`src/hw/rtl/pvd_pkg.sv`:
```
// ----------------------------------------------------------------------------
// pvd_pkg: shared types and constants for the prefix varint byte decoder
// Field-length table, status codes, decoder state and result word layout.
// ----------------------------------------------------------------------------
`default_nettype none

package pvd_pkg;

  // Widths of the decoded fields
  localparam int unsigned ValueW   = 96;
  localparam int unsigned BitsW    = 7;
  localparam int unsigned BytesW   = 4;
  localparam int unsigned MaxBitsW = 7;
  localparam logic [MaxBitsW-1:0] MaxBitsReset = 7'd64;

  // Field length in bytes, indexed by (shift - 1), shift = 8 - marker position
  localparam logic [BytesW-1:0] LEN_TABLE [0:7] = '{
    4'd1, 4'd2, 4'd3, 4'd4, 4'd6, 4'd8, 4'd10, 4'd13
  };

  typedef enum logic [1:0] {
    ST_OK        = 2'd0,
    ST_ZERO_LEAD = 2'd1,
    ST_TRUNCATED = 2'd2,
    ST_TOO_WIDE  = 2'd3
  } status_e;

  // Field in progress
  typedef struct packed {
    logic [BytesW-1:0] bytes_left;   // 0: waiting for a lead byte
    logic [BytesW-1:0] field_len;
    logic [ValueW-1:0] accum;
    logic [BitsW-1:0]  value_bits;   // bit length of accum so far
  } dec_state_t;

  // One decoded field
  typedef struct packed {
    logic [ValueW-1:0] value;
    logic [BitsW-1:0]  value_bits;
    logic [BytesW-1:0] byte_count;
    status_e           status;
  } result_t;

  // Index of the highest set bit plus one, 0 for a zero byte
  function automatic logic [3:0] bit_len8(input logic [7:0] b);
    logic [3:0] n;
    n = 4'd0;
    for (int i = 0; i < 8; i++) begin
      if (b[i]) begin
        n = 4'(i + 1);
      end
    end
    return n;
  endfunction

endpackage

`default_nettype wire

```
`src/hw/rtl/pvd_step.sv`:
```
// ----------------------------------------------------------------------------
// pvd_step: one-byte decode step
// Given the field in progress and one byte, computes the next field state and
// whether a finished field (or an error) is reported, with its result word.
// ----------------------------------------------------------------------------
`default_nettype none

module pvd_step
  import pvd_pkg::*;
(
  input  dec_state_t          state_i,
  input  logic [7:0]          byte_i,
  input  logic                last_i,
  input  logic [MaxBitsW-1:0] max_bits_i,
  output dec_state_t          state_o,
  output logic                emit_o,
  output result_t             result_o
);

  // Lead byte decode: marker position, length, payload bits
  logic [3:0]        lead_len8;
  logic [2:0]        pos;
  logic [BytesW-1:0] lead_len;
  logic [7:0]        lead_bits;
  logic [3:0]        lead_nbits;

  assign lead_len8  = bit_len8(byte_i);
  assign pos        = 3'(lead_len8 - 4'd1);
  assign lead_len   = LEN_TABLE[3'd7 - pos];
  assign lead_bits  = byte_i & ~(8'hFF << pos);
  assign lead_nbits = bit_len8(lead_bits);

  // Continuation byte: shift in below, grow bit length by 8 once nonzero
  logic [ValueW-1:0] cont_accum;
  logic [BitsW-1:0]  cont_bits;
  logic [BytesW-1:0] cont_left;

  assign cont_accum = {state_i.accum[ValueW-9:0], byte_i};
  assign cont_bits  = (state_i.value_bits != '0) ? BitsW'(state_i.value_bits + BitsW'(8))
                                                  : BitsW'(bit_len8(byte_i));
  assign cont_left  = BytesW'(state_i.bytes_left - BytesW'(1));

  dec_state_t idle_state;
  assign idle_state = '{bytes_left: '0, field_len: '0, accum: '0, value_bits: '0};

  always_comb begin
    state_o  = state_i;
    emit_o   = 1'b0;
    result_o = '{value: '0, value_bits: '0, byte_count: BytesW'(1), status: ST_OK};

    if (state_i.bytes_left == '0) begin
      // lead byte
      if (byte_i == 8'h00) begin
        emit_o          = 1'b1;
        result_o.status = ST_ZERO_LEAD;
        state_o         = idle_state;
      end else if (lead_len == BytesW'(1)) begin
        emit_o              = 1'b1;
        result_o.value      = ValueW'(lead_bits);
        result_o.value_bits = BitsW'(lead_nbits);
        result_o.status     = (BitsW'(lead_nbits) > max_bits_i) ? ST_TOO_WIDE : ST_OK;
        state_o             = idle_state;
      end else if (last_i) begin
        emit_o          = 1'b1;
        result_o.status = ST_TRUNCATED;
        state_o         = idle_state;
      end else begin
        state_o.bytes_left = BytesW'(lead_len - BytesW'(1));
        state_o.field_len  = lead_len;
        state_o.accum      = ValueW'(lead_bits);
        state_o.value_bits = BitsW'(lead_nbits);
      end
    end else begin
      // continuation byte
      if (cont_left == '0) begin
        emit_o              = 1'b1;
        result_o.value      = cont_accum;
        result_o.value_bits = cont_bits;
        result_o.byte_count = state_i.field_len;
        result_o.status     = (cont_bits > max_bits_i) ? ST_TOO_WIDE : ST_OK;
        state_o             = idle_state;
      end else if (last_i) begin
        emit_o              = 1'b1;
        result_o.byte_count = BytesW'(state_i.field_len - cont_left);
        result_o.status     = ST_TRUNCATED;
        state_o             = idle_state;
      end else begin
        state_o.bytes_left = cont_left;
        state_o.accum      = cont_accum;
        state_o.value_bits = cont_bits;
      end
    end
  end

endmodule

`default_nettype wire

```
`src/hw/rtl/pvd_out_buf.sv`:
```
// ----------------------------------------------------------------------------
// pvd_out_buf: result output register with skid stage
// Holds the presented result word and one more, so the input side can still
// hand over a word while the output side stalls.
// ----------------------------------------------------------------------------
`default_nettype none

module pvd_out_buf
  import pvd_pkg::*;
(
  input  logic    clk_i,
  input  logic    rst_ni,
  input  logic    wr_valid_i,
  input  result_t wr_data_i,
  output logic    wr_ready_o,
  output logic    out_valid_o,
  output result_t out_data_o,
  input  logic    out_ready_i
);

  logic    out_valid_q, skid_valid_q;
  result_t out_data_q, skid_data_q;
  logic    out_free;

  // output slot can load when empty or being taken this cycle
  assign out_free   = !out_valid_q || out_ready_i;
  assign wr_ready_o = !skid_valid_q;

  // control
  always_ff @(posedge clk_i or negedge rst_ni) begin
    if (!rst_ni) begin
      out_valid_q  <= 1'b0;
      skid_valid_q <= 1'b0;
    end else if (out_free) begin
      out_valid_q  <= skid_valid_q || wr_valid_i;
      skid_valid_q <= 1'b0;
    end else if (wr_valid_i) begin
      skid_valid_q <= 1'b1;
    end
  end

  // payload
  always_ff @(posedge clk_i) begin
    if (out_free) begin
      out_data_q <= skid_valid_q ? skid_data_q : wr_data_i;
    end else if (wr_valid_i) begin
      skid_data_q <= wr_data_i;
    end
  end

  assign out_valid_o = out_valid_q;
  assign out_data_o  = out_data_q;

endmodule

`default_nettype wire

```
`src/hw/rtl/prefix_varint_byte_decoder_top.sv`:
```
// ----------------------------------------------------------------------------
// prefix_varint_byte_decoder_top: prefix-length varint byte stream decoder
// Decodes big-endian variable-length integers whose length is coded by the
// marker bit of the lead byte, one byte per cycle while s_axis_tready is high.
// ----------------------------------------------------------------------------
//  Channel   Dir  Word
//  s_axis    in   tdata: data_byte[7:0]; tlast: buffer_end
//  m_axis    out  tdata: value_low, value_high, value_bits, byte_count; tuser: status
//  cfg       in   cfg_we_i / cfg_wdata_i: max_value_bits
//
//  One byte is taken per cycle while s_axis_tready is high; a field's result is
//  registered in the output or skid register when its completing (or failing)
//  byte is accepted. Throughput is set by the single decode register stage.
//  Reset clears the field in progress and sets max_value_bits to 64. A stall
//  on m_axis is absorbed by a skid stage for one word; then s_axis_tready drops.
// ----------------------------------------------------------------------------
`default_nettype none

module prefix_varint_byte_decoder_top
  import pvd_pkg::*;
(
  input  logic                clk_i,
  input  logic                rst_ni,
  // config
  input  logic                cfg_we_i,
  input  logic [MaxBitsW-1:0] cfg_wdata_i,
  // input byte stream
  input  logic                s_axis_tvalid,
  output logic                s_axis_tready,
  input  logic [7:0]          s_axis_tdata,   // [7:0] data_byte
  input  logic                s_axis_tlast,   // buffer_end
  // result stream
  output logic                m_axis_tvalid,
  input  logic                m_axis_tready,
  // [63:0] value_low, [95:64] value_high, [102:96] value_bits,
  // [106:103] byte_count, [111:107] zero
  output logic [111:0]        m_axis_tdata,
  output logic [1:0]          m_axis_tuser    // [1:0] status
);

  // configuration register
  logic [MaxBitsW-1:0] max_bits_q;

  always_ff @(posedge clk_i or negedge rst_ni) begin
    if (!rst_ni) begin
      max_bits_q <= MaxBitsReset;
    end else if (cfg_we_i) begin
      max_bits_q <= cfg_wdata_i;
    end
  end

  // decode step
  dec_state_t state_q, state_d;
  logic       emit;
  result_t    result;
  logic       accept;

  assign accept = s_axis_tvalid && s_axis_tready;

  pvd_step u_step (
    .state_i    (state_q),
    .byte_i     (s_axis_tdata),
    .last_i     (s_axis_tlast),
    .max_bits_i (max_bits_q),
    .state_o    (state_d),
    .emit_o     (emit),
    .result_o   (result)
  );

  // field state
  always_ff @(posedge clk_i or negedge rst_ni) begin
    if (!rst_ni) begin
      state_q <= '0;
    end else if (accept) begin
      state_q <= state_d;
    end
  end

  // result register and skid
  result_t out_data;

  pvd_out_buf u_out (
    .clk_i       (clk_i),
    .rst_ni      (rst_ni),
    .wr_valid_i  (accept && emit),
    .wr_data_i   (result),
    .wr_ready_o  (s_axis_tready),
    .out_valid_o (m_axis_tvalid),
    .out_data_o  (out_data),
    .out_ready_i (m_axis_tready)
  );

  assign m_axis_tdata = {5'd0, out_data.byte_count, out_data.value_bits, out_data.value};
  assign m_axis_tuser = out_data.status;

endmodule

`default_nettype wire

```
`config.mk`:
```
export PLATFORM = sky130hd
export DESIGN_NAME = prefix_varint_byte_decoder_top
export DESIGN_NICKNAME = d
export VERILOG_FILES = /design/src/hw/rtl/pvd_pkg.sv /design/src/hw/rtl/pvd_step.sv /design/src/hw/rtl/pvd_out_buf.sv /design/src/hw/rtl/prefix_varint_byte_decoder_top.sv
export SDC_FILE = /design/constraint.sdc
export NUM_CORES = 1
export LEC_CHECK = 0
export ABC_AREA = 1
export BUFFER_PORTS_ARGS = -buffer_cell sky130_fd_sc_hd__buf_2
export CORE_MARGIN = 1.5
export CORE_UTILIZATION = 64
export DETAILED_ROUTE_END_ITERATION = 16
export PLACE_DENSITY = 0.85
export SLEW_MARGIN = 10
export SYNTH_ARGS = -nofsm -noshare
export SYNTH_HDL_FRONTEND = slang
export SYNTH_SLANG_ARGS = --single-unit
```
`constraint.sdc`:
```
create_clock -name clk_i -period 19.9 [get_ports clk_i]
set_input_delay 3.98 -clock clk_i [delete_from_list [all_inputs] [get_ports clk_i]]
set_output_delay 3.98 -clock clk_i [all_outputs]
set_load 0.02 [all_outputs]
```
* Word level (Yosys, flattened, before mapping) *
Memories as Yosys holds them, arrays and structs flattened.
Cells that the tools add are included.

operators by class
  $add $sub $neg = 6
  magnitude comparators = 3
  equal/unequal tests = 1
  shift operators = 1
  multiplexer cells = 48
  bitwise operators = 4
  reduce and logical (&&, ||, !) cells = 14

operators with widths
  operator                                                  number
  two-way mux 111 bit                                       5
  two-way mux 103 bit                                       4
  two-way mux 109 bit                                       1
  two-way mux 4 bit                                         7
  two-way mux 3 bit                                         8
  two-way mux 2 bit                                         10
  two-way mux 15 bit                                        1
  two-way mux 6 bit                                         2
  two-way mux 1 bit                                         9
  AND 8 bit                                                 1
  zero test 4 bit                                           2
  zero test 8 bit                                           1
  inverter 8 bit                                            1
  left shift 8 x 3 -> 8 bit, first input constant           1
  subtractor 4 x 1 -> 4 bit, second input constant          2
  adder 7 x 4 -> 7 bit, second input constant               1
  greater-than comparator 4 x 7 -> 1 bit                    1
  greater-than comparator 7 bit                             1
  two-way mux 7 bit                                         1
  nonzero test 7 bit                                        1
  equality test 4 x 1 -> 1 bit, second input constant       1
  greater-or-equal comparator 4 bit, second input constant  1
  inverter 3 -> 4 bit                                       1
  AND reduction 2 bit                                       2
  other kinds (9)                                           12

word-level totals
  register bits = 330
  bits in read-only memories = 32
  input port bits = 21
  output and inout bits = 116
  word-level logic and storage cells = 93
  memories kept = 1

memory list
  memory           words  bits a word  rd ports  clocked after Yosys merged registers in  write ports  RTL line        source
  (no name shown)  8      4            1         0                                        0            pvd_step.sv:29  assign lead_len = LEN_TABLE[3'd7 - pos];

* Depth between registers and ports, before layout *
Gate-level depths: netlist of the first run.

  depth in word-level cells = 26
  mapped depth = 29
  gate-level depth less buffers = 28

* Hierarchy *
Synthesis of the first run repeated with hierarchy kept, for this count alone.

second synthesis, totals
  cell total of the unflattened synthesis = 1,631
  area total of the unflattened synthesis = 15,239.6 sq um

by module, submodules not included
  module                          times used  cells each  area each (sq um)  seq. area each (sq um)
  pvd_out_buf                     1           579         8,066.5            6,596.3
  prefix_varint_byte_decoder_top  1           518         4,678.2            2,954.1
  pvd_step                        1           534         2,494.9            0.0

* Worst setup path before layout of the first run *
No wires, ideal clock.

  kind = input-to-reg
  start = input m_axis_tready
  end = register u_out.skid_data_q[0] in the netlist's numbering, enable pin
  library setup time = 0.711 ns
  arrival time = 14.150 ns
  data required time = 19.189 ns
  setup slack = 5.039 ns
  stages = 3
  buffers on the path = 0
  cell sequence = inv_1 -> nand2_1 -> nor3_1

between the ends
  word-level cells in the longest chain between the ends = 3

RTL lines
  element                               RTL line                              source
  from (decl)                           prefix_varint_byte_decoder_top.sv:34  input logic m_axis_tready,
  logical OR 1 bit                      pvd_out_buf.sv:26                     assign out_free = !out_valid_q || out_ready_i;
  via u_out.out_free                    pvd_out_buf.sv:23                     logic out_free;
  inverter 1 bit (no source line)       -
  AND reduction 2 bit (no source line)  -
  to (signal assigned)                  pvd_out_buf.sv:47                     skid_data_q <= wr_data_i;
  to (decl)                             pvd_out_buf.sv:22                     result_t out_data_q, skid_data_q;

The timed path passes the listed nets, and every way through them passes these cells.
A chain may end at the register's enable or synchronous reset.

* Worst setup path in the final report of the first run *
  start = input s_axis_tdata[1]
  end = register u_out.skid_data_q[81] in the netlist's numbering, enable pin

between the ends
  word-level cells in the longest chain between the ends = 19
  elaborated cells on any way between the ends = 20
  those cells by class = add/sub: 2; eq/ne: 1; mux: 12; bitwise: 1; reduce/logical: 3; memory: 1

RTL lines
  element                                                RTL line                              source
  from (decl)                                            prefix_varint_byte_decoder_top.sv:30  input logic [7:0] s_axis_tdata,
  two-way mux 2 bit (2 in series)                        pvd_pkg.sv:49                         if (b[i]) begin
  two-way mux 3 bit (4 in series)                        pvd_pkg.sv:49
  two-way mux 4 bit                                      -
  subtractor 3 x 1 -> 3 bit                              pvd_step.sv:28                        assign pos = 3'(lead_len8 - 4'd1);
  subtractor 3 bit                                       pvd_step.sv:29
  inverter 3 -> 4 bit (not written as such)              pvd_step.sv:29
  memory read (8 x 4 bit)                                -
  two-way mux 4 bit (not written as such) (2 in series)  pvd_step.sv:29
  equality test 4 x 1 -> 1 bit                           pvd_step.sv:57                        end else if (lead_len == BytesW'(1)) begin
  two-way mux 1 bit                                      pvd_step.sv:57
  two-way mux 1 bit (*)                                  pvd_step.sv:53                        if (byte_i == 8'h00) begin
  two-way mux 1 bit (*)                                  pvd_step.sv:51                        if (state_i.bytes_left == '0) begin
  logical AND 1 bit (*)                                  prefix_varint_byte_decoder_top.sv:85  .wr_valid_i (accept && emit),
  AND reduction 2 bit (no source line) (*)               -

Every way passes the cells marked *; elsewhere a longest branch is shown, timed or not. The select of a mux whose other input is x is not followed.

==> results of run 1 <==
==> per-layer routing <==
layer	vias up	GRT usage (%)	routed length [um]
li1	4693	-	-
met1	4778	37.5	12600
met2	350	45.4	15500
met3	51	3.29	1890
met4	0	6.73	624
met5	-	0	0
==> how the worst max path moves through the flow <==
| stage | start | cells past startpoint | endpoint |
|---|---|---|---|
| finish | s_axis_tdata[1] | 20 | u_out.skid_data_q[81] |
| global route | s_axis_tdata[1] | 20 | u_out.skid_data_q[54] |
| CTS | s_axis_tdata[1] | 20 | u_out.skid_data_q[81] |
| detailed placement | s_axis_tdata[1] | 20 | u_out.skid_data_q[34] |
| global placement | s_axis_tdata[1] | 20 | u_out.skid_data_q[63] |
| floorplan | m_axis_tready | 3 | u_out.skid_data_q[0] |
==> worst max-delay path, stage by stage <==
cell     delay [ps]
buf_2           130
inv_1            90
nand2_1          60
nand2_1          50
nand2_1          50
nand2_1          50
nand2_1          60
a21oi_1         200
inv_1            70
ha_1            190
inv_1            50
ha_1            330
inv_1           180
nand3_1         110
nand2_2         170
nand2_4          90
nand2_1         320
inv_1           250
nor3_2          230
buf_4           840
==> synth_stat cells (all sizes together) <==
library cell,instances,share of area [%]
buf,50,2.5
a22oi,3,0.16
o21ai,122,4.3
nor3,4,0.17
o22ai,12,0.65
dfstp,1,0.18
clkbuf,24,0.63
nand2,391,10
xor2,4,0.30
dfrtp,111,19
a21oi,17,0.59
a31oi,1,0.044
o31ai,1,0.052
xnor2,2,0.12
conb,1,0.026
o211ai,1,0.052
ha,20,1.7
nor2,116,4.7
or2,1,0.044
inv,154,4.0
nand4,6,0.26
mux2,1,0.078
nand3,106,3.8
fa,1,0.14
nor4,1,0.15
edfxtp,218,46
and2,1,0.044
==> registers in the layout, indices dropped and copies added, names as in the netlist <==
| signal | cells |
|---|---|
| u_out.skid_valid_q | 1 |
| u_out.out_data_o | 109 |
| max_bits_q | 7 |
| u_out.out_valid_o | 1 |
| state_q | 103 |
| u_out.skid_data_q | 109 |
==> stage by stage <==
stage / hold WS, ps / setup WS, ps / instance area [sq um]
6_report: 506 / 12540 / 16000
5_1_grt: 537 / 12220 / 16000
2_1_floorplan: 478 / 5040 / 14400
4_1_cts: 511 / 12600 / 16000
3_3_place_gp: 484 / 12070 / 15000
3_5_place_dp: 496 / 12020 / 15000
==> power by group <==
group / leakage (nW) / total [mW] / internal, mW / switching, mW
clock: 0.458 / 0.548 / 0.303 / 0.245
combinational: 2.71 / 0.609 / 0.150 / 0.458
sequential: 3.76 / 0.938 / 0.894 / 0.0444
total: 6.93 / 2.09 / 1.35 / 0.748
==> cell families (layout without fill, tap and decap cells) <==
group,count (synthesis),count (layout)
buffers and inverters,228,352
AOI/OAI and AO/OA,157,157
and+or+nand+nor,626,626
xor gates and xnor gates,6,6
other,1,5
adders and majority gates,21,21
muxes,1,1
DFF,330,330
==> area by class of cell <==
cell class	count	area [sq um]	share of cell area [%]
Timing Repair Buffer	140	726	4.54
Multi-Input combinational cell	816	4020	25.2
Clock buffer	50	877	5.49
Inverter	154	584	3.66
Clock inverter	8	61.3	0.384
Tap cell	280	350	2.19
Sequential cell	330	9350	58.6
==> impl_results.md, run 1 <==
- First-pass GRT wire length: 50300 um
- Final period util: 37.0%
- P&R area growth vs syn: 11.2%
- Simple-gate share of the synthesized area: 19.6%
- CTS tree: built
- GRT Util Overall: 26.8%
- Power Dens Cells: 131 nW/um^2
- H-tree Lvls: 1
- Commonest non-fill, non-tap cell in the layout: nand2_1
- Reg2Reg Setup Slack: 16220 ps
- Post-synthesis mux area share: 0.0784%
- Slew headroom: 16.5%
- Placed insts: 1720
- Critical Path Start Type: primary input
- Root Buffer: clkbuf_16
- Final setup fails: 0
- Status: complete, no violations
- Setup_tns: 0 ps
- Cells on worst reg2reg path: 12
- Reg clk slew, reported paths: 60 ps
- Slew Viols, Final: 0
- Vias in the first global route: 9704
- Final GP Congestion: 0.868
- Critical Path End Type: register
- Starting Density: 65.6%
- Main combinational cell family by area after synthesis: simple AND/OR/NAND/NOR gates
- I/O Buffers: 131
- CP required: 20080 ps
- Final hold viol count: 0
- Antenna viol nets, final: 0
- Synth warnings: 0
- Arr. time, crit path: 7530 ps
- Register area share after synthesis: 65.1%
- Fill cell count: 1500
- Setup CP Type: primary input to register
- Die Wd: 153 um
- Nets@finish: 1515
- Die area: 23400 sq um
- R2r startpoint: state_q[108]
- Hold/Removal Path Class: register to register
- Min-delay src: state_q[19]
- Vias: 9872
- Clock Tree Buf Depth: 3
- Post-Syn Area: 14400 sq um
- Avg WL per Cell: 17.3 um
- Worst reg2reg endpoint: state_q[36]
- Syn_area_per_cell: 10.5 sq um
- Ant diodes: 0
- Power Total: 2.09 mW
- Hold EP: state_q[27]
- Worst IR Drop VDD: 0.0000927 V
- Post-synth cell types: 42
- Pin count of the biggest net entering global routing: 113
- XOR/XNOR Fraction of Synth Area: 0.418%
- Fmax: 0.136 GHz
- Inserted Clock Buffers: 31
- Worst clock skew: 15.3 ps
- Setup Buffers After CTS: 0
- Final core area utilization: 73.0%
- Num Clock Sinks: 330
- Iter 0 DRT Violations: 936
- Resized cells post-CTS: 0
- Hold depth: 2
- Leakage power: 6.93 nW
- Compound-Gate Fraction of Synth Area: 5.80%
- Worst-skew pair later-pin latency: 560 ps
- FP Rows: 54
- # hold bufs at CTS: 0
- Post-Synthesis Cells: 1370
- Commonest cells after routing, fill and taps aside: nand2_1, edfxtp_1, inv_1, buf_2, dfrtp_1
- Post-route insts no fill: 1778
- Post-DP HPWL: 19200 um
- Routed wire length: 30700 um
- Drt via density: 5.55
- Max-Cap Viols: 0
- IO Count: 137
- Fin crit period: 7360 ps
- Unrepaired setup endpoints after global routing: false
- Initial antenna violation count: 0
- Overflow after GRT: 0
- Share of post-route cells with drive strength above 1: 20.7%
- Placeable Area: 21900 sq um
- TritonRoute pass-1 iters: 5
- Die H: 153 um
- Flop and latch count out of synthesis: 330
- Worst Path Max Fanout: 78
- Post-Synth Adder-Cell Area: 1.88%
- Post-route DRC: 0
- Slew @ Worst Pin: 1250 ps
(Power assumes the default switching activity.)
==> run 2: changes to the inputs <==
Settings changed: ABC_AREA 1 to 0, CORE_UTILIZATION 64 to 59, PLACE_DENSITY 0.85 to 0.79.
Clock period 19.9 ns to 7.15 ns, I/O delays scaled along.
==> impl_results.md, run 2 <==
- Post-synthesis mux area share: 7.56% (was 0.0784%)
- Cells on worst reg2reg path: 9 (was 12)
- Die area: 25200 sq um (was 23400 sq um)
- # hold bufs at CTS: 0 (unchanged)
- Worst clock skew: 15.8 ps (was 15.3 ps)
- Post-route insts no fill: 1588 (was 1778)
- Synth warnings: 0 (unchanged)
- Initial antenna violation count: 0 (unchanged)
- CP required: 7400 ps (was 20080 ps)
- First-pass GRT wire length: 49700 um (was 50300 um)
- Main combinational cell family by area after synthesis: simple AND/OR/NAND/NOR gates (unchanged)
- Hold depth: 2 (unchanged)
- Vias in the first global route: 9010 (was 9704)
- Routed wire length: 31400 um (was 30700 um)
- Commonest cells after routing, fill and taps aside: edfxtp_1, nand2_1, buf_2, o21ai_0, dfrtp_1 (was nand2_1, edfxtp_1, inv_1, buf_2, dfrtp_1)
- Fin crit period: 5140 ps
- Post-Synth Adder-Cell Area: 1.89% (was 1.88%)
- FP Rows: 56 (was 54)
- Overflow after GRT: 0 (unchanged)
- Cell depth of the worst setup path: 18 (was 20)
- Final setup fails: 0 (unchanged)
- TritonRoute pass-1 iters: 5 (unchanged)
- IO Count: 137 (unchanged)
- Crit path from: s_axis_tdata[2] (was s_axis_tdata[1])
- Post-Syn Area: 14300 sq um (was 14400 sq um)
- Slack of the critical path: 2010 ps (was 12540 ps)
- Vias: 9191 (was 9872)
- CP delay by family, top: compound AO/OA/AOI/OAI gates (was buffers and inverters)
- Die H: 159 um (was 153 um)
- Critical Path Start Type: primary input (unchanged)
- Slew Viols, Final: 0 (unchanged)
- Starting Density: 60.5% (was 65.6%)
- Num Clock Sinks: 330 (unchanged)
- Post-route DRC: 0 (unchanged)
- Slew @ Worst Pin: 974 ps (was 1250 ps)
- Clock Tree Buf Depth: 3 (unchanged)
- Flop and latch count out of synthesis: 330 (unchanged)
- Setup Buffers After CTS: 0 (unchanged)
- Buf/Inv on CP: 3 (was 7)
- Worst IR Drop VDD: 0.000285 V (was 0.0000927 V)
- Worst setup path endpoint: u_out.out_data_o[1] (was u_out.skid_data_q[81])
- Compound-Gate Fraction of Synth Area: 8.46% (was 5.80%)
- Placed insts: 1528 (was 1720)
- Max incr delay on CP: 480 ps (was 840 ps)
- Pre-CTS WS: 1490 ps (was 12020 ps)
- Commonest non-fill, non-tap cell in the layout: edfxtp_1 (was nand2_1)
- Top cells by area, synth: edfxtp_1, dfrtp_1, mux2_2, nand2_1, o21ai_0 (was edfxtp_1, dfrtp_1, nand2_1, nor2_2, inv_1)
- Leakage power: 7.04 nW (was 6.93 nW)
- Pin count of the biggest net entering global routing: 94 (was 113)
- Post-Synthesis Cells: 1143 (was 1370)
- XOR/XNOR Fraction of Synth Area: 0.551% (was 0.418%)
- Reg2Reg Setup Slack: 3400 ps (was 16220 ps)
- Min-delay src: state_q[93] (was state_q[19])
- Register area share after synthesis: 65.4% (was 65.1%)
- Setup_tns: 0 ps (unchanged)
- Synth top area share: 45.8% (was 45.6%)
- I/O Buffers: 131 (unchanged)
- Most common cell in the synthesized netlist: edfxtp_1 (was nand2_1)
- Antenna viol nets, final: 0 (unchanged)
- Most used cell, CP: ha_1 (was nand2_1)
- Final hold viol count: 0 (unchanged)
- Simple-gate share of the synthesized area: 12.8% (was 19.6%)
- Hold/Removal Path Class: register to register (unchanged)
- Power Dens Cells: 392 nW/um^2 (was 131 nW/um^2)
- Ant diodes: 0 (unchanged)
- Commonest cells post-synth: edfxtp_1, nand2_1, o21ai_0 (was nand2_1, edfxtp_1, inv_1)
- Worst reg2reg endpoint: u_out.skid_data_q[103] (was state_q[36])
- H-tree Lvls: 2 (was 1)
- Slew headroom: 35.1% (was 16.5%)
- Fmax: 0.194 GHz
- Worst path slowest cell: o31ai_1 (was buf_4)
- Iter 0 DRT Violations: 586 (was 936)
- Status: complete, no violations (unchanged)
- Post-synth cell types: 68 (was 42)
- CTS tree: built (unchanged)
- Critical path, cell by cell: buf_2, nor2_1, o31ai_1, nand2_1, ha_1, inv_1, ha_1, nor2b_1, a22oi_1, a21boi_1, inv_1, ha_1, nor2b_1, o21a_1, o21ai_0, nor4_1, o21a_1, o41a_1 (was buf_2, inv_1, nand2_1, nand2_1, nand2_1, nand2_1, nand2_1, a21oi_1, inv_1, ha_1, inv_1, ha_1, inv_1, nand3_1, nand2_2, nand2_4, nand2_1, inv_1, nor3_2, buf_4)
- Final period util: 71.9%
- Async S/R FF share, synth: 33.9% (unchanged)
- Drt via density: 5.79 (was 5.55)
- Max-Cap Viols: 0 (unchanged)
- Die Wd: 159 um (was 153 um)
- Yosys top cell by area: edfxtp_1 (unchanged)
- Nets@finish: 1287 (was 1515)
- Setup CP Type: primary input to register (unchanged)
- Placeable Area: 23600 sq um (was 21900 sq um)
- Post-synth EDFFs: 218 (unchanged)
- GRT Util Overall: 26.1% (was 26.8%)
- Avg WL per Cell: 19.8 um (was 17.3 um)
- Worst-skew pair later-pin latency: 510 ps (was 560 ps)
- Reg clk slew, reported paths: 60 ps (about the same)
- Ys flop type: edfxtp_1 (unchanged)
- Unrepaired setup endpoints after global routing: false (unchanged)
- Resized cells post-CTS: 0 (unchanged)
- Final GP Congestion: 0.838 (was 0.868)
- R2r startpoint: state_q[108] (unchanged)
- Post-DP HPWL: 19600 um (was 19200 um)
- Critical Path End Type: register (unchanged)
- Inserted Clock Buffers: 34 (was 31)
- P&R area growth vs syn: 13.4% (was 11.2%)
- Arr. time, crit path: 5390 ps (was 7530 ps)
- Syn_area_per_cell: 12.5 sq um (was 10.5 sq um)
- Final hold slack: 477 ps (was 506 ps)
- Share of post-route cells with drive strength above 1: 24.8% (was 20.7%)
- Worst Path Max Fanout: 12 (was 78)
- Root Buffer: clkbuf_16 (unchanged)
run 2: worst register-to-register path: cells and delay by family, from the launching register on:
| kind | cells | cell delay [ps] |
|---|---|---|
| and+or+nand+nor | 3 | 660 |
| buffers and inverters | 3 | 1340 |
| AOI/OAI and AO/OA | 2 | 270 |
| DFF | 1 | 420 |
| adders and majority gates | 1 | 640 |
run 2: worst min path at each step:
stage | to | slack, ps
global placement | state_q[90] | 450
detailed placement | state_q[93] | 470
floorplan | state_q[87] | 440
CTS | state_q[93] | 480
global route | state_q[93] | 500
finish | state_q[93] | 480
run 2: through the flow:
step	power, mW	utilization (%)	cell area (sq um)
3_5_place_dp	4.67	64.1	15100
5_1_grt	6.66	68.6	16200
2_1_floorplan	4.10	-	14300
6_report	6.35	68.6	16200
3_3_place_gp	4.64	64.1	15100
4_1_cts	6.38	68.6	16200
run 2: area by class of cell:
type                    instances  area, sq um
flip-flops and latches        330         9350
clock inverters                15          101
fillers                      1697         7410
well taps                     319          399
multi-input cells             706         4530
repair buffers                142          741
clock buffers                  45          965
inverters                      31          119
run 2: where the power goes:
group | internal, mW | switching, mW
sequential | 2.52 | 0.157
clock | 0.986 | 0.711
combinational | 0.590 | 1.38
total | 4.10 | 2.25
run 2: logic make-up (layout without fill, tap and decap cells):
family,count (synthesis),after routing
buffers and inverters,111,233
AND/OR/NAND/NOR,375,375
multiplexers,96,96
other,1,5
adder cells (fa/ha/maj),21,21
XOR/XNOR,9,9
flip-flops,330,330
AO/OA/AOI/OAI,200,200
run 2: layer usage:
layer / part of all wire (%) / vias up / GRT usage [%]
met5: 0 / - / 0
met4: 2.0 / 0 / 7.74
met3: 4.8 / 44 / 3.62
met2: 47 / 276 / 40.5
met1: 46 / 4581 / 38.6
li1: - / 4290 / -
==> run 3: changes to the inputs <==
Clock period 7.15 ns to 5.4 ns, I/O delays scaled along.
==> impl_results.md, run 3 (same netlist as run 2, synthesis figures left out) <==
- P&R area growth vs syn: 14.1% (was 13.4%)
- Critical Path End Type: register (unchanged)
- Buf/Inv on CP: 4 (was 3)
- Setup Buffers After CTS: 0 (unchanged)
- Power Dens Cells: 520 nW/um^2 (was 392 nW/um^2)
- Final GP Congestion: 0.916 (was 0.838)
- Slew headroom: 43.9% (was 35.1%)
- Ant diodes: 0 (unchanged)
- Comb pwr share: 30.8% (was 31.0%)
- Final setup fails: 0 (unchanged)
- Critical path, cell by cell: buf_2, inv_1, a22oi_1, and2_4, ha_4, inv_2, ha_4, nor2b_1, a22oi_1, a21boi_1, inv_1, ha_1, nor2b_1, o21a_1, o21ai_0, nor4_1, o21a_1, o41a_1 (was buf_2, nor2_1, o31ai_1, nand2_1, ha_1, inv_1, ha_1, nor2b_1, a22oi_1, a21boi_1, inv_1, ha_1, nor2b_1, o21a_1, o21ai_0, nor4_1, o21a_1, o41a_1)
- Post-route DRC: 0 (unchanged)
- Worst path slowest cell: o41a_1 (was o31ai_1)
- IO Count: 137 (unchanged)
- CP delay by family, top: compound AO/OA/AOI/OAI gates (unchanged)
- Slew @ Worst Pin: 842 ps (was 974 ps)
- Setup CP Type: primary input to register (unchanged)
- Starting Density: 60.5% (unchanged)
- Resized cells post-CTS: 0 (unchanged)
- Max-Cap Viols: 0 (unchanged)
- Switching part of the total: 35.2% (was 35.4%)
- Pin count of the biggest net entering global routing: 94 (unchanged)
- Worst IR Drop VDD: 0.000316 V (was 0.000285 V)
- CTS tree: built (unchanged)
- Placed insts: 1530 (was 1528)
- Worst-skew pair later-pin latency: 510 ps (about the same)
- Part of the power in registers: 42.0% (was 42.2%)
- Arr. time, crit path: 4550 ps (was 5390 ps)
- Final hold slack: 396 ps (was 477 ps)
- Iter 0 DRT Violations: 885 (was 586)
- I/O Buffers: 131 (unchanged)
- Post-DP HPWL: 19200 um (was 19600 um)
- Num Clock Sinks: 330 (unchanged)
- Final period util: 79.5%
- Commonest cells after routing, fill and taps aside: edfxtp_1, nand2_1, buf_2, o21ai_0, dfrtp_1 (unchanged)
- Drt via density: 5.81 (was 5.79)
- Hold/Removal Path Class: primary input to asynchronous set/reset pin (was register to register)
- Fmax: 0.233 GHz
- Inserted Clock Buffers: 34 (unchanged)
- Unrepaired setup endpoints after global routing: false (unchanged)
- Post-route insts no fill: 1591 (was 1588)
- Clock Tree Buf Depth: 3 (unchanged)
- Commonest non-fill, non-tap cell in the layout: edfxtp_1 (unchanged)
- Pre-CTS WS: 590 ps (was 1490 ps)
- Sw power: 2.99 mW (was 2.25 mW)
- Vias in the first global route: 8924 (was 9010)
- Reg2Reg Setup Slack: 1930 ps (was 3400 ps)
- GRT Util Overall: 25.2% (was 26.1%)
- Fill cell count: 1701 (was 1697)
- Slew Viols, Final: 0 (unchanged)
- Initial antenna violation count: 0 (unchanged)
- Slack of the critical path: 1110 ps (was 2010 ps)
- # hold bufs at CTS: 0 (unchanged)
- Die Wd: 159 um (unchanged)
- Placeable Area: 23600 sq um (unchanged)
- Overflow after GRT: 0 (unchanged)
- FP Rows: 56 (unchanged)
- Reg clk slew, reported paths: 60 ps (about the same)
- Clock power frac: 27.2% (was 26.7%)
- Share of post-route cells with drive strength above 1: 25.2% (was 24.8%)
- Critical Path Start Type: primary input (unchanged)
- Antenna viol nets, final: 0 (unchanged)
- TritonRoute pass-1 iters: 5 (unchanged)
- Status: complete, no violations (unchanged)
- Worst clock skew: 12.4 ps (was 15.8 ps)
- H-tree Lvls: 2 (unchanged)
- Max incr delay on CP: 350 ps (was 480 ps)
- Routed wire length: 30600 um (was 31400 um)
- Final hold viol count: 0 (unchanged)
- First-pass GRT wire length: 48900 um (was 49700 um)
- CP required: 5660 ps (was 7400 ps)
- Vias: 9243 (was 9191)
- Die area: 25200 sq um (unchanged)
- Cell Int Power: 5.49 mW (was 4.10 mW)
- Root Buffer: clkbuf_16 (unchanged)
- Die H: 159 um (unchanged)
- Avg WL per Cell: 19.2 um (was 19.8 um)
- Leakage power: 7.05 nW (was 7.04 nW)
- Nets@finish: 1289 (was 1287)
- Fin crit period: 4290 ps
- Worst Path Max Fanout: 13 (was 12)
## run 3: cell count changes in the layout (fill, tap and decap cells not counted), sizes merged
cell	before	now
clkinv	12	8
buf	142	144
bufinv	1	3
clkbuf	45	46
clkinvlp	1	2
inv	32	33
## run 3: routing by layer
layer	track usage, %	routed length [um]	vias up
met3	3.40	1620	49
met5	0	0	-
met4	6.50	588	0
met2	39.3	14400	289
met1	37.7	13900	4616
li1	-	-	4289
## run 3: area by class of cell
| cell class | instances | area [sq um] | share of cell area (%) |
|---|---|---|---|
| sequential | 330 | 9350 | 57.4 |
| multi-input combinational | 706 | 4570 | 28.0 |
| clock buffer | 46 | 927 | 5.69 |
| timing repair buffer | 144 | 768 | 4.71 |
| tap | 319 | 399 | 2.45 |
| clock inverter | 15 | 168 | 1.03 |
| inverter | 31 | 119 | 0.729 |
## run 3: power groups by stage
stage	Clock [mW]	Sequential, mW	Combinational [mW]
floorplan	0	3.96	1.49
global placement	0	3.59	2.58
detailed placement	0	3.60	2.60
CTS	2.34	3.56	2.62
global route	2.45	3.62	2.84
finish	2.31	3.56	2.62
## run 3: through the flow
step	area (sq um)	utilization, %	power (mW)	setup TNS, ps
after floorplan	14400	-	5.44	-21670
after global placement	15200	64.4	6.16	0
after detailed placement	15200	64.4	6.20	0
after CTS	16300	69.0	8.53	0
after global routing	16300	69.0	8.91	0
final	16300	69.0	8.48	0
## run 3: final timing paths
kind	startpoint	to	cells after the start
worst max-delay path	s_axis_tdata[7]	u_out.out_data_o[1]	18
worst min-delay path	rst_ni	max_bits_q[2]	1
worst max register to register	state_q[107]	u_out.out_data_o[10]	8
worst min register to register	state_q[91]	state_q[91]	2
max in group asynchronous	rst_ni	state_q[16]	2
min in group clk_i	state_q[91]	state_q[91]	2
